--- config.mk ---
export PLATFORM = sky130hd
export DESIGN_NAME = eased_color_crossfader
export DESIGN_NICKNAME = d
export VERILOG_FILES = /design/src/design/ecf_pkg.sv /design/src/design/eased_color_crossfader.sv /design/src/design/ecf_ctrl.sv /design/src/design/ecf_datapath.sv
export SDC_FILE = /design/constraint.sdc
export NUM_CORES = 2
export LEC_CHECK = 0
export BUFFER_PORTS_ARGS = -buffer_cell sky130_fd_sc_hd__buf_2
export CAP_MARGIN = 20
export CORE_ASPECT_RATIO = 0.75
export CORE_UTILIZATION = 35
export DETAILED_ROUTE_END_ITERATION = 10
export PLACE_DENSITY = 0.49
export SETUP_SLACK_MARGIN = 0.05
export SYNTH_ARGS = -nofsm -noshare
export SYNTH_HDL_FRONTEND = slang
export SYNTH_HIERARCHICAL = 1
export SYNTH_SLANG_ARGS = --single-unit
--- constraint.sdc ---
create_clock -name aclk -period 13.65 [get_ports aclk]
set_clock_uncertainty 0.05 [all_clocks]
set_input_delay 2.0475 -clock aclk [delete_from_list [all_inputs] [get_ports aclk]]
set_output_delay 2.0475 -clock aclk [all_outputs]
set_load 0.1 [all_outputs]
--- src/design/ecf_pkg.sv ---
package ecf_pkg;

    localparam int EASE_FRAC_BITS = 16;
    localparam int T_W            = EASE_FRAC_BITS + 1;
    localparam int Q_W            = EASE_FRAC_BITS + 4;
    localparam int QX_W           = Q_W + 1;
    localparam int E_W            = EASE_FRAC_BITS + 5;
    localparam int DIV_CNT_W      = $clog2(EASE_FRAC_BITS);

    localparam int FADE_W    = 16;
    localparam int FRAME_W   = 10;
    localparam int BRIGHT_W  = 7;
    localparam int ELAPSED_W = 16;
    localparam int CH_W      = 8;
    localparam int MOOD_W    = 3;
    localparam int CFG_IDX_W = 2;
    localparam int CFG_DATA_W = 16;

    localparam logic [T_W-1:0] EASE_ONE     = {1'b1, {EASE_FRAC_BITS{1'b0}}};
    localparam logic [T_W-1:0] EASE_ONE_M1  = EASE_ONE - T_W'(1);
    localparam logic [Q_W-1:0] EASE_TEN_ONE = Q_W'(10) << EASE_FRAC_BITS;

    localparam logic [FADE_W-1:0]   FADE_RESET   = 16'd3000;
    localparam logic [FRAME_W-1:0]  FRAME_RESET  = 10'd33;
    localparam logic [BRIGHT_W-1:0] BRIGHT_RESET = 7'd100;

    localparam int SCALE_PROD_W = CH_W + BRIGHT_W;
    localparam int SCALE_RCP_W  = 13;
    localparam int SCALE_FULL_W = SCALE_PROD_W + SCALE_RCP_W;
    localparam int SCALE_SHIFT  = 19;
    localparam int SCALE_Q_W    = 9;
    localparam logic [SCALE_RCP_W-1:0] SCALE_RECIP = 13'd5243;
    localparam logic [SCALE_Q_W-1:0]   SCALE_MAX   = 9'd255;

    typedef enum logic [CFG_IDX_W-1:0] {
        CFG_FADE_MS   = 2'd0,
        CFG_FRAME_MS  = 2'd1,
        CFG_BRIGHTNESS = 2'd2
    } cfg_idx_t;

    localparam logic KIND_MOOD = 1'b0;
    localparam logic KIND_TICK = 1'b1;

    localparam logic STATUS_OK       = 1'b0;
    localparam logic STATUS_BAD_MOOD = 1'b1;

    localparam logic [MOOD_W-1:0] MOOD_NEUTRAL  = 3'd0;
    localparam logic [MOOD_W-1:0] MOOD_LOW_NEG  = 3'd1;
    localparam logic [MOOD_W-1:0] MOOD_LOW_POS  = 3'd2;
    localparam logic [MOOD_W-1:0] MOOD_HIGH_NEG = 3'd3;
    localparam logic [MOOD_W-1:0] MOOD_HIGH_POS = 3'd4;
    localparam logic [MOOD_W-1:0] NUM_MOODS     = 3'd5;

    localparam logic [1:0] CH_RED   = 2'd0;
    localparam logic [1:0] CH_GREEN = 2'd1;
    localparam logic [1:0] CH_BLUE  = 2'd2;

    typedef struct packed {
        logic [CH_W-1:0] r;
        logic [CH_W-1:0] g;
        logic [CH_W-1:0] b;
    } color_t;

    localparam color_t NEUTRAL_COLOR = '{r: 8'd86, g: 8'd72, b: 8'd50};

    typedef struct packed {
        logic       accept;
        logic       start;
        logic       prep;
        logic       div_step;
        logic       sqr;
        logic       cube;
        logic       ease;
        logic       blend;
        logic       scale_mul;
        logic       scale_div;
        logic       emit;
        logic [1:0] ch;
    } ecf_cmd_t;

    typedef struct packed {
        logic t_full;
    } ecf_status_t;

    function automatic color_t mood_color(input logic [MOOD_W-1:0] mood);
        color_t c;
        case (mood)
            MOOD_NEUTRAL:  c = NEUTRAL_COLOR;
            MOOD_LOW_NEG:  c = '{r: 8'd52, g: 8'd42, b: 8'd130};
            MOOD_LOW_POS:  c = '{r: 8'd42, g: 8'd128, b: 8'd150};
            MOOD_HIGH_NEG: c = '{r: 8'd150, g: 8'd42, b: 8'd0};
            MOOD_HIGH_POS: c = '{r: 8'd0, g: 8'd125, b: 8'd42};
            default:       c = NEUTRAL_COLOR;
        endcase
        return c;
    endfunction

endpackage

--- src/design/eased_color_crossfader.sv ---
// Channel   Direction  Handshake             Payload
// s_        in         s_valid / s_ready     s_kind, s_mood
// m_        out        m_valid / m_ready     m_is_frame, m_red_out, m_green_out, m_blue_out,
//                                            m_status
// cfg_      in         cfg_valid / cfg_ready cfg_index, cfg_data
//
// One item is in flight at a time; a new item is taken once the previous one has moved
// into the output register. A mood request goes from idle straight to emit. A frame
// tick runs start, prep, the one-bit-per-cycle fade-fraction divider, square, cube,
// ease, blend and scale per channel, and emit; a complete fade skips the divider.
// Reset is synchronous; configuration writes are always taken.
// A stalled result holds in the output register while the next item is processed.
module eased_color_crossfader (
    input  logic                              aclk,
    input  logic                              aresetn,
    input  logic                              s_valid,
    output logic                              s_ready,
    input  logic                              s_kind,
    input  logic [ecf_pkg::MOOD_W-1:0]        s_mood,
    output logic                              m_valid,
    input  logic                              m_ready,
    output logic                              m_is_frame,
    output logic [ecf_pkg::CH_W-1:0]          m_red_out,
    output logic [ecf_pkg::CH_W-1:0]          m_green_out,
    output logic [ecf_pkg::CH_W-1:0]          m_blue_out,
    output logic                              m_status,
    input  logic                              cfg_valid,
    output logic                              cfg_ready,
    input  logic [ecf_pkg::CFG_IDX_W-1:0]     cfg_index,
    input  logic [ecf_pkg::CFG_DATA_W-1:0]    cfg_data
);

    ecf_pkg::ecf_cmd_t    cmd;
    ecf_pkg::ecf_status_t status;

    assign cfg_ready = 1'b1;

    ecf_ctrl u_ctrl (
        .aclk    (aclk),
        .aresetn (aresetn),
        .s_valid (s_valid),
        .s_ready (s_ready),
        .s_kind  (s_kind),
        .m_valid (m_valid),
        .m_ready (m_ready),
        .status  (status),
        .cmd     (cmd)
    );

    ecf_datapath u_datapath (
        .aclk        (aclk),
        .aresetn     (aresetn),
        .cmd         (cmd),
        .status      (status),
        .s_kind      (s_kind),
        .s_mood      (s_mood),
        .cfg_valid   (cfg_valid),
        .cfg_index   (cfg_index),
        .cfg_data    (cfg_data),
        .m_is_frame  (m_is_frame),
        .m_red_out   (m_red_out),
        .m_green_out (m_green_out),
        .m_blue_out  (m_blue_out),
        .m_status    (m_status)
    );

`ifndef SYNTH
    a_busy_after_accept: assert property (@(posedge aclk) disable iff (!aresetn)
        s_valid && s_ready |=> !s_ready)
        else $error("Input accepted while the previous item was still being processed.");

    a_mood_result_dark: assert property (@(posedge aclk) disable iff (!aresetn)
        m_valid && !m_is_frame |-> m_red_out == '0 && m_green_out == '0 && m_blue_out == '0)
        else $error("Mood request result carries a nonzero color.");

    a_frame_status_ok: assert property (@(posedge aclk) disable iff (!aresetn)
        m_valid && m_is_frame |-> m_status == ecf_pkg::STATUS_OK)
        else $error("Frame result carries an error status.");
`endif

endmodule

--- src/design/ecf_ctrl.sv ---
module ecf_ctrl (
    input  logic                 aclk,
    input  logic                 aresetn,
    input  logic                 s_valid,
    output logic                 s_ready,
    input  logic                 s_kind,
    output logic                 m_valid,
    input  logic                 m_ready,
    input  ecf_pkg::ecf_status_t status,
    output ecf_pkg::ecf_cmd_t    cmd
);

    typedef enum logic [10:0] {
        S_IDLE  = 11'b000_0000_0001,
        S_START = 11'b000_0000_0010,
        S_PREP  = 11'b000_0000_0100,
        S_DIV   = 11'b000_0000_1000,
        S_SQR   = 11'b000_0001_0000,
        S_CUBE  = 11'b000_0010_0000,
        S_EASE  = 11'b000_0100_0000,
        S_BLEND = 11'b000_1000_0000,
        S_SMUL  = 11'b001_0000_0000,
        S_SDIV  = 11'b010_0000_0000,
        S_EMIT  = 11'b100_0000_0000
    } ecf_state_t;

    ecf_state_t                       state_reg, state_next;
    logic [ecf_pkg::DIV_CNT_W-1:0]    cnt_reg, cnt_next;
    logic [1:0]                       ch_reg, ch_next;
    logic                             m_valid_reg, m_valid_next;

    always_comb begin
        state_next   = state_reg;
        cnt_next     = cnt_reg;
        ch_next      = ch_reg;
        cmd          = '0;
        cmd.ch       = ch_reg;
        s_ready      = 1'b0;
        m_valid_next = m_valid_reg && !m_ready;
        unique case (state_reg)
            S_IDLE: begin
                s_ready = 1'b1;
                if (s_valid) begin
                    cmd.accept = 1'b1;
                    state_next = (s_kind == ecf_pkg::KIND_TICK) ? S_START : S_EMIT;
                end
            end
            S_START: begin
                cmd.start  = 1'b1;
                state_next = S_PREP;
            end
            S_PREP: begin
                cmd.prep   = 1'b1;
                cnt_next   = '0;
                state_next = S_DIV;
            end
            S_DIV: begin
                if (status.t_full) begin
                    state_next = S_SQR;
                end else begin
                    cmd.div_step = 1'b1;
                    if (cnt_reg == ecf_pkg::DIV_CNT_W'(ecf_pkg::EASE_FRAC_BITS - 1)) begin
                        state_next = S_SQR;
                    end else begin
                        cnt_next = cnt_reg + 1'b1;
                    end
                end
            end
            S_SQR: begin
                cmd.sqr    = 1'b1;
                state_next = S_CUBE;
            end
            S_CUBE: begin
                cmd.cube   = 1'b1;
                state_next = S_EASE;
            end
            S_EASE: begin
                cmd.ease   = 1'b1;
                ch_next    = ecf_pkg::CH_RED;
                state_next = S_BLEND;
            end
            S_BLEND: begin
                cmd.blend = 1'b1;
                if (ch_reg == ecf_pkg::CH_BLUE) begin
                    ch_next    = ecf_pkg::CH_RED;
                    state_next = S_SMUL;
                end else begin
                    ch_next = ch_reg + 1'b1;
                end
            end
            S_SMUL: begin
                cmd.scale_mul = 1'b1;
                state_next    = S_SDIV;
            end
            S_SDIV: begin
                cmd.scale_div = 1'b1;
                if (ch_reg == ecf_pkg::CH_BLUE) begin
                    state_next = S_EMIT;
                end else begin
                    ch_next    = ch_reg + 1'b1;
                    state_next = S_SMUL;
                end
            end
            S_EMIT: begin
                if (!m_valid_reg || m_ready) begin
                    cmd.emit     = 1'b1;
                    m_valid_next = 1'b1;
                    state_next   = S_IDLE;
                end
            end
            default: begin
                state_next = S_IDLE;
            end
        endcase
    end

    always_ff @(posedge aclk) begin
        if (!aresetn) begin
            state_reg   <= S_IDLE;
            cnt_reg     <= '0;
            ch_reg      <= ecf_pkg::CH_RED;
            m_valid_reg <= 1'b0;
        end else begin
            state_reg   <= state_next;
            cnt_reg     <= cnt_next;
            ch_reg      <= ch_next;
            m_valid_reg <= m_valid_next;
        end
    end

    assign m_valid = m_valid_reg;

endmodule

--- src/design/ecf_datapath.sv ---
module ecf_datapath (
    input  logic                              aclk,
    input  logic                              aresetn,
    input  ecf_pkg::ecf_cmd_t                 cmd,
    output ecf_pkg::ecf_status_t              status,
    input  logic                              s_kind,
    input  logic [ecf_pkg::MOOD_W-1:0]        s_mood,
    input  logic                              cfg_valid,
    input  logic [ecf_pkg::CFG_IDX_W-1:0]     cfg_index,
    input  logic [ecf_pkg::CFG_DATA_W-1:0]    cfg_data,
    output logic                              m_is_frame,
    output logic [ecf_pkg::CH_W-1:0]          m_red_out,
    output logic [ecf_pkg::CH_W-1:0]          m_green_out,
    output logic [ecf_pkg::CH_W-1:0]          m_blue_out,
    output logic                              m_status
);

    localparam int F    = ecf_pkg::EASE_FRAC_BITS;
    localparam int T_W  = ecf_pkg::T_W;
    localparam int Q_W  = ecf_pkg::Q_W;
    localparam int QX_W = ecf_pkg::QX_W;
    localparam int E_W  = ecf_pkg::E_W;
    localparam int CH_W = ecf_pkg::CH_W;
    localparam int EL_W = ecf_pkg::ELAPSED_W;
    localparam int BL_W = CH_W + T_W;

    logic [ecf_pkg::FADE_W-1:0]   fade_ms_reg;
    logic [ecf_pkg::FRAME_W-1:0]  frame_ms_reg;
    logic [ecf_pkg::BRIGHT_W-1:0] bright_reg;

    ecf_pkg::color_t from_reg, goal_reg, shown_reg, req_reg;
    ecf_pkg::color_t shown_next;
    logic            pending_reg;
    logic [EL_W-1:0] elapsed_reg;

    logic [EL_W-1:0] rem_reg;
    logic [F-1:0]    quot_reg;
    logic            full_reg;
    logic [T_W-1:0]  t2_reg, t3_reg, e_reg;
    logic [Q_W-1:0]  q_reg;
    logic [ecf_pkg::SCALE_PROD_W-1:0] prod_reg;
    ecf_pkg::color_t res_reg;
    logic            res_frame_reg, res_status_reg;
    ecf_pkg::color_t out_color_reg;
    logic            out_frame_reg, out_status_reg;

    logic [T_W-1:0]      t_val;
    logic [EL_W:0]       rem_sh, fade_ext, div_diff;
    logic                div_ge;
    logic [2*T_W-1:0]    sqr_prod, cube_prod;
    logic [QX_W-1:0]     q_sum;
    logic [T_W+Q_W-1:0]  ease_prod;
    logic [E_W-1:0]      ease_sh;
    logic [CH_W-1:0]     from_ch, goal_ch, shown_ch, diff_ch, blend_val;
    logic                blend_up;
    logic [BL_W-1:0]     bl_prod, bl_ceil;
    logic [ecf_pkg::SCALE_FULL_W-1:0] scale_full;
    logic [ecf_pkg::SCALE_Q_W-1:0]    scale_q;
    logic [CH_W-1:0]     scale_sat;
    logic [EL_W:0]       elapsed_sum;
    logic                mood_ok;

    assign t_val = full_reg ? ecf_pkg::EASE_ONE : {1'b0, quot_reg};

    assign rem_sh   = {rem_reg, 1'b0};
    assign fade_ext = {1'b0, fade_ms_reg};
    assign div_ge   = (rem_sh >= fade_ext);
    assign div_diff = rem_sh - fade_ext;

    assign sqr_prod  = t_val * t_val;
    assign cube_prod = t2_reg * t_val;
    assign q_sum     = QX_W'(t2_reg) * QX_W'(6) + QX_W'(ecf_pkg::EASE_TEN_ONE)
                     - QX_W'(t_val) * QX_W'(15);
    assign ease_prod = t3_reg * q_reg;
    assign ease_sh   = ease_prod[T_W+Q_W-1:F];

    always_comb begin
        unique case (cmd.ch)
            ecf_pkg::CH_RED: begin
                from_ch  = from_reg.r;
                goal_ch  = goal_reg.r;
                shown_ch = shown_reg.r;
            end
            ecf_pkg::CH_GREEN: begin
                from_ch  = from_reg.g;
                goal_ch  = goal_reg.g;
                shown_ch = shown_reg.g;
            end
            default: begin
                from_ch  = from_reg.b;
                goal_ch  = goal_reg.b;
                shown_ch = shown_reg.b;
            end
        endcase
    end

    assign blend_up  = (goal_ch >= from_ch);
    assign diff_ch   = blend_up ? (goal_ch - from_ch) : (from_ch - goal_ch);
    assign bl_prod   = diff_ch * e_reg;
    assign bl_ceil   = bl_prod + BL_W'(ecf_pkg::EASE_ONE_M1);
    assign blend_val = blend_up ? (from_ch + bl_prod[F +: CH_W])
                                : (from_ch - bl_ceil[F +: CH_W]);

    always_comb begin
        shown_next = shown_reg;
        unique case (cmd.ch)
            ecf_pkg::CH_RED:   shown_next.r = blend_val;
            ecf_pkg::CH_GREEN: shown_next.g = blend_val;
            default:           shown_next.b = blend_val;
        endcase
    end

    assign scale_full = prod_reg * ecf_pkg::SCALE_RECIP;
    assign scale_q    = scale_full[ecf_pkg::SCALE_SHIFT +: ecf_pkg::SCALE_Q_W];
    assign scale_sat  = (scale_q > ecf_pkg::SCALE_MAX) ? {CH_W{1'b1}} : scale_q[CH_W-1:0];

    assign elapsed_sum = {1'b0, elapsed_reg} + (EL_W+1)'(frame_ms_reg);
    assign mood_ok     = (s_mood < ecf_pkg::NUM_MOODS);

    always_ff @(posedge aclk) begin
        if (!aresetn) begin
            fade_ms_reg  <= ecf_pkg::FADE_RESET;
            frame_ms_reg <= ecf_pkg::FRAME_RESET;
            bright_reg   <= ecf_pkg::BRIGHT_RESET;
        end else if (cfg_valid) begin
            case (cfg_index)
                ecf_pkg::CFG_FADE_MS:    fade_ms_reg  <= cfg_data;
                ecf_pkg::CFG_FRAME_MS:   frame_ms_reg <= cfg_data[ecf_pkg::FRAME_W-1:0];
                ecf_pkg::CFG_BRIGHTNESS: bright_reg   <= cfg_data[ecf_pkg::BRIGHT_W-1:0];
                default: begin
                end
            endcase
        end
    end

    always_ff @(posedge aclk) begin
        if (!aresetn) begin
            from_reg    <= ecf_pkg::NEUTRAL_COLOR;
            goal_reg    <= ecf_pkg::NEUTRAL_COLOR;
            shown_reg   <= ecf_pkg::NEUTRAL_COLOR;
            req_reg     <= ecf_pkg::NEUTRAL_COLOR;
            pending_reg <= 1'b0;
            elapsed_reg <= '0;
        end else begin
            if (cmd.accept && s_kind == ecf_pkg::KIND_MOOD && mood_ok) begin
                req_reg     <= ecf_pkg::mood_color(s_mood);
                pending_reg <= 1'b1;
            end
            if (cmd.start && pending_reg) begin
                from_reg    <= shown_reg;
                goal_reg    <= req_reg;
                elapsed_reg <= '0;
                pending_reg <= 1'b0;
            end
            if (cmd.ease) begin
                elapsed_reg <= elapsed_sum[EL_W] ? {EL_W{1'b1}} : elapsed_sum[EL_W-1:0];
            end
            if (cmd.blend) begin
                shown_reg <= shown_next;
            end
        end
    end

    always_ff @(posedge aclk) begin
        if (cmd.accept) begin
            res_reg        <= '0;
            res_frame_reg  <= s_kind;
            res_status_reg <= (s_kind == ecf_pkg::KIND_MOOD && !mood_ok)
                              ? ecf_pkg::STATUS_BAD_MOOD : ecf_pkg::STATUS_OK;
        end
        if (cmd.prep) begin
            rem_reg  <= elapsed_reg;
            quot_reg <= '0;
            full_reg <= (fade_ms_reg == '0) || (elapsed_reg >= fade_ms_reg);
        end
        if (cmd.div_step) begin
            rem_reg  <= div_ge ? div_diff[EL_W-1:0] : rem_sh[EL_W-1:0];
            quot_reg <= {quot_reg[F-2:0], div_ge};
        end
        if (cmd.sqr) begin
            t2_reg <= sqr_prod[F +: T_W];
        end
        if (cmd.cube) begin
            t3_reg <= cube_prod[F +: T_W];
            q_reg  <= q_sum[Q_W-1:0];
        end
        if (cmd.ease) begin
            e_reg <= (ease_sh > E_W'(ecf_pkg::EASE_ONE)) ? ecf_pkg::EASE_ONE
                                                          : ease_sh[T_W-1:0];
        end
        if (cmd.scale_mul) begin
            prod_reg <= shown_ch * bright_reg;
        end
        if (cmd.scale_div) begin
            unique case (cmd.ch)
                ecf_pkg::CH_RED:   res_reg.r <= scale_sat;
                ecf_pkg::CH_GREEN: res_reg.g <= scale_sat;
                default:           res_reg.b <= scale_sat;
            endcase
        end
        if (cmd.emit) begin
            out_color_reg  <= res_reg;
            out_frame_reg  <= res_frame_reg;
            out_status_reg <= res_status_reg;
        end
    end

    assign status.t_full = full_reg;

    assign m_is_frame  = out_frame_reg;
    assign m_red_out   = out_color_reg.r;
    assign m_green_out = out_color_reg.g;
    assign m_blue_out  = out_color_reg.b;
    assign m_status    = out_status_reg;

endmodule

==> flow_metrics.tcl <==
set metrics [dict create \
    p_leak_nw 28.17 \
    cap_violations 0 \
    rsz0062_at_grt "false" \
    layout-drive-gt1-share_pct 4.830 \
    top_level_ports 56 \
    slew_headroom_pct 24.34 \
    die_h_um 340.5 \
    post_cts_resized 0 \
    cts.reportedPaths.clkPinSlew_ns 0.06 \
    io_buffers 54 \
    synth.area.top_cells "fa_1, ha_1, inv_1, edfxtp_1, dfxtp_1" \
    total_power_mw 2.965 \
    stdcell_area_mm2 0.05764 \
    cts_tree "done" \
    crit_top_cell "nand2_1" \
    yosys.cell_count.top_type "inv_1" \
    startpoint_type "register" \
    core_area_mm2 0.1508 \
    place_area_mm2 0.05621 \
    grt_pass1_vias 38940 \
    p_per_area_mw_per_mm2 51.45 \
    clock.fmax_ghz 0.08753 \
    fin_hold_ws_ns 0.3785 \
    clk-insertion-delay-late_ns 0.60 \
    final-max-slew-violation-count 0 \
    synth_common_cells "inv_1, fa_1, nand2_1, ha_1, and2_1" \
    crit_required_ns 14.10 \
    p_clk_share_pct 38.4 \
    cts_sinks 313 \
    p_int_mw 2.035 \
    clk_path_buf_depth 3 \
    die_x_um 453.3 \
    post_cts_buffers 0 \
    async_flop_share_pct 0 \
    fin_nets 7357 \
    path_class "register to register" \
    vias_per_cell 4.801 \
    ys_ff_latch 313 \
    antenna_found_initial 3 \
    drt_iter0_markers 1928 \
    fin_crit_sh_pct 83.69 \
    netlist_instances 5805 \
    path_buf_inv 5 \
    htreeDepth 2 \
    grt_pass1_wl_um 218600 \
    wire_per_inst_um 17.07 \
    cp_max_fo 20 \
    ys_types 93 \
    gp_congestion 0.8316 \
    cp.arrival_ns 11.87 \
    seqPwrFrac_pct 34.9 \
    cp-end-kind "register" \
    num_vias 37546 \
    root_buffer "clkbuf_16" \
    setup_viol 0 \
    drt-pass1-iter-count 5 \
    min_period_ns 11.42 \
    area_growth_pct 7.787 \
    yosys_warnings 6 \
    synth_edf_count 147 \
    slowest_stage "dfxtp_1" \
    cp_top_family "compound AO/OA/AOI/OAI gates" \
    synthesis.area_mm2 0.05347 \
    cts_buffers 40 \
    drcViolationCount 0 \
    swShare_pct 31.37 \
    grt.total_usage_pct 17.75 \
    fin_ws_ns 2.226 \
    ctsHoldBuffers 0 \
    synth_top_area_share_pct 34.33 \
    synth_ff_type "dfxtp_1" \
    yosysTopAreaCell "fa_1" \
    p_switching_uw 930.4 \
    hold_viol_final 0 \
    start_util_pct 35.45 \
    irDropWorstVdd_mv 0.07280 \
    dp_hpwl_um 105100 \
    worstHoldPathType "register to register" \
    die_area_mm2 0.1544 \
    grt_overflow 0 \
    synth-seq-area-share_pct 14.47 \
    num_rows 123 \
    rrSetupSlack_ns 2.23 \
    grt_max_degree 73 \
    power_frac_comb_pct 26.7 \
    num-fill-cells 15321 \
    avgSynthCellArea_um2 9.211 \
    tightest_slew_ns 1.121 \
    slowest_delay_ns 0.67 \
    postRouteAntennaNets 0 \
    tns_ns 0 \
    drt_wl_total_um 133500 \
    status "complete, no violations" \
    preCtsSetupSlack_ns 2.287 \
]
[metal layers]
metal	global-route usage [%]	part of all wire, %	vias up
li1	-	-	18000
met1	28.29	53	18764
met2	25.62	41	666
met3	2.022	4.7	114
met4	3.252	1.7	2
met5	0	0.0097	-
[final timing paths]
kind | depth (start not counted) | startpoint | to
max | 43 | u_ctrl/ch_reg[0] | u_datapath/shown_reg[7]
min | 0 | u_datapath/res_reg[14] | u_datapath/m_green_out[6]
max reg2reg | 43 | u_ctrl/ch_reg[0] | u_datapath/shown_reg[7]
min reg2reg | 0 | u_datapath/res_reg[14] | u_datapath/m_green_out[6]
[stage by stage]
| stage | utilization (%) | instances |
|---|---|---|
| 6_report | 38.21 | 7820 |
| 2_1_floorplan | - | 5827 |
| 3_3_place_gp | 37.27 | 7743 |
| 5_1_grt | 38.21 | 7818 |
| 4_1_cts | 38.21 | 7817 |
| 3_5_place_dp | 37.27 | 7743 |
[worst reg2reg max path, delay by kind of cell, from the launching register on]
kind,cells,cell delay (ns)
AO/OA/AOI/OAI,15,3.42
adder cells (fa/ha/maj),8,3.32
XOR/XNOR,4,0.86
buffers and inverters,5,0.78
multiplexers,2,0.68
AND/OR/NAND/NOR,9,1.55
flip-flops,1,0.67
[final cells by class]
| class | instances | area (um^2) | area share, % |
|---|---|---|---|
| Antenna cell | 2 | 5.005 | 0.008684 |
| Clock buffer | 54 | 1200 | 2.082 |
| Clock inverter | 20 | 220.2 | 0.3821 |
| Inverter | 1223 | 4591 | 7.965 |
| Multi-Input combinational cell | 4070 | 40480 | 70.24 |
| Sequential cell | 313 | 7737 | 13.42 |
| Tap cell | 2000 | 2502 | 4.342 |
| Timing Repair Buffer | 138 | 898.4 | 1.559 |
[power by group through the flow]
| stage | clock network, mW | logic (mW) | registers, mW |
|---|---|---|---|
| floorplan | 0 | 0.610 | 1.06 |
| global placement | 0 | 0.790 | 1.06 |
| detailed placement | 0 | 0.795 | 1.06 |
| CTS | 1.18 | 0.802 | 1.04 |
| global route | 1.21 | 0.912 | 1.04 |
| finish | 1.14 | 0.792 | 1.04 |
[placed cells by master, fill, tap and decap left out, types with 53 or more instances in the layout]
master	n
a21o_1	53
a21oi_1	185
and2_1	326
buf_2	55
buf_4	83
dfxtp_1	166
edfxtp_1	147
fa_1	917
ha_1	627
inv_1	1222
mux2i_1	62
nand2_1	788
nor2_1	183
nor2b_1	75
o21ai_0	126
xnor2_1	109
[cells by family after synthesis]
logic type	share of synthesized area, %
simple gates	15.23
other cells	0.02106
flops	14.47
buf+inv	10.17
mux	1.287
compound gates	7.127
xor+xnor	2.689
fa+ha+maj	49.00
Power figures use the tool's default switching activity.
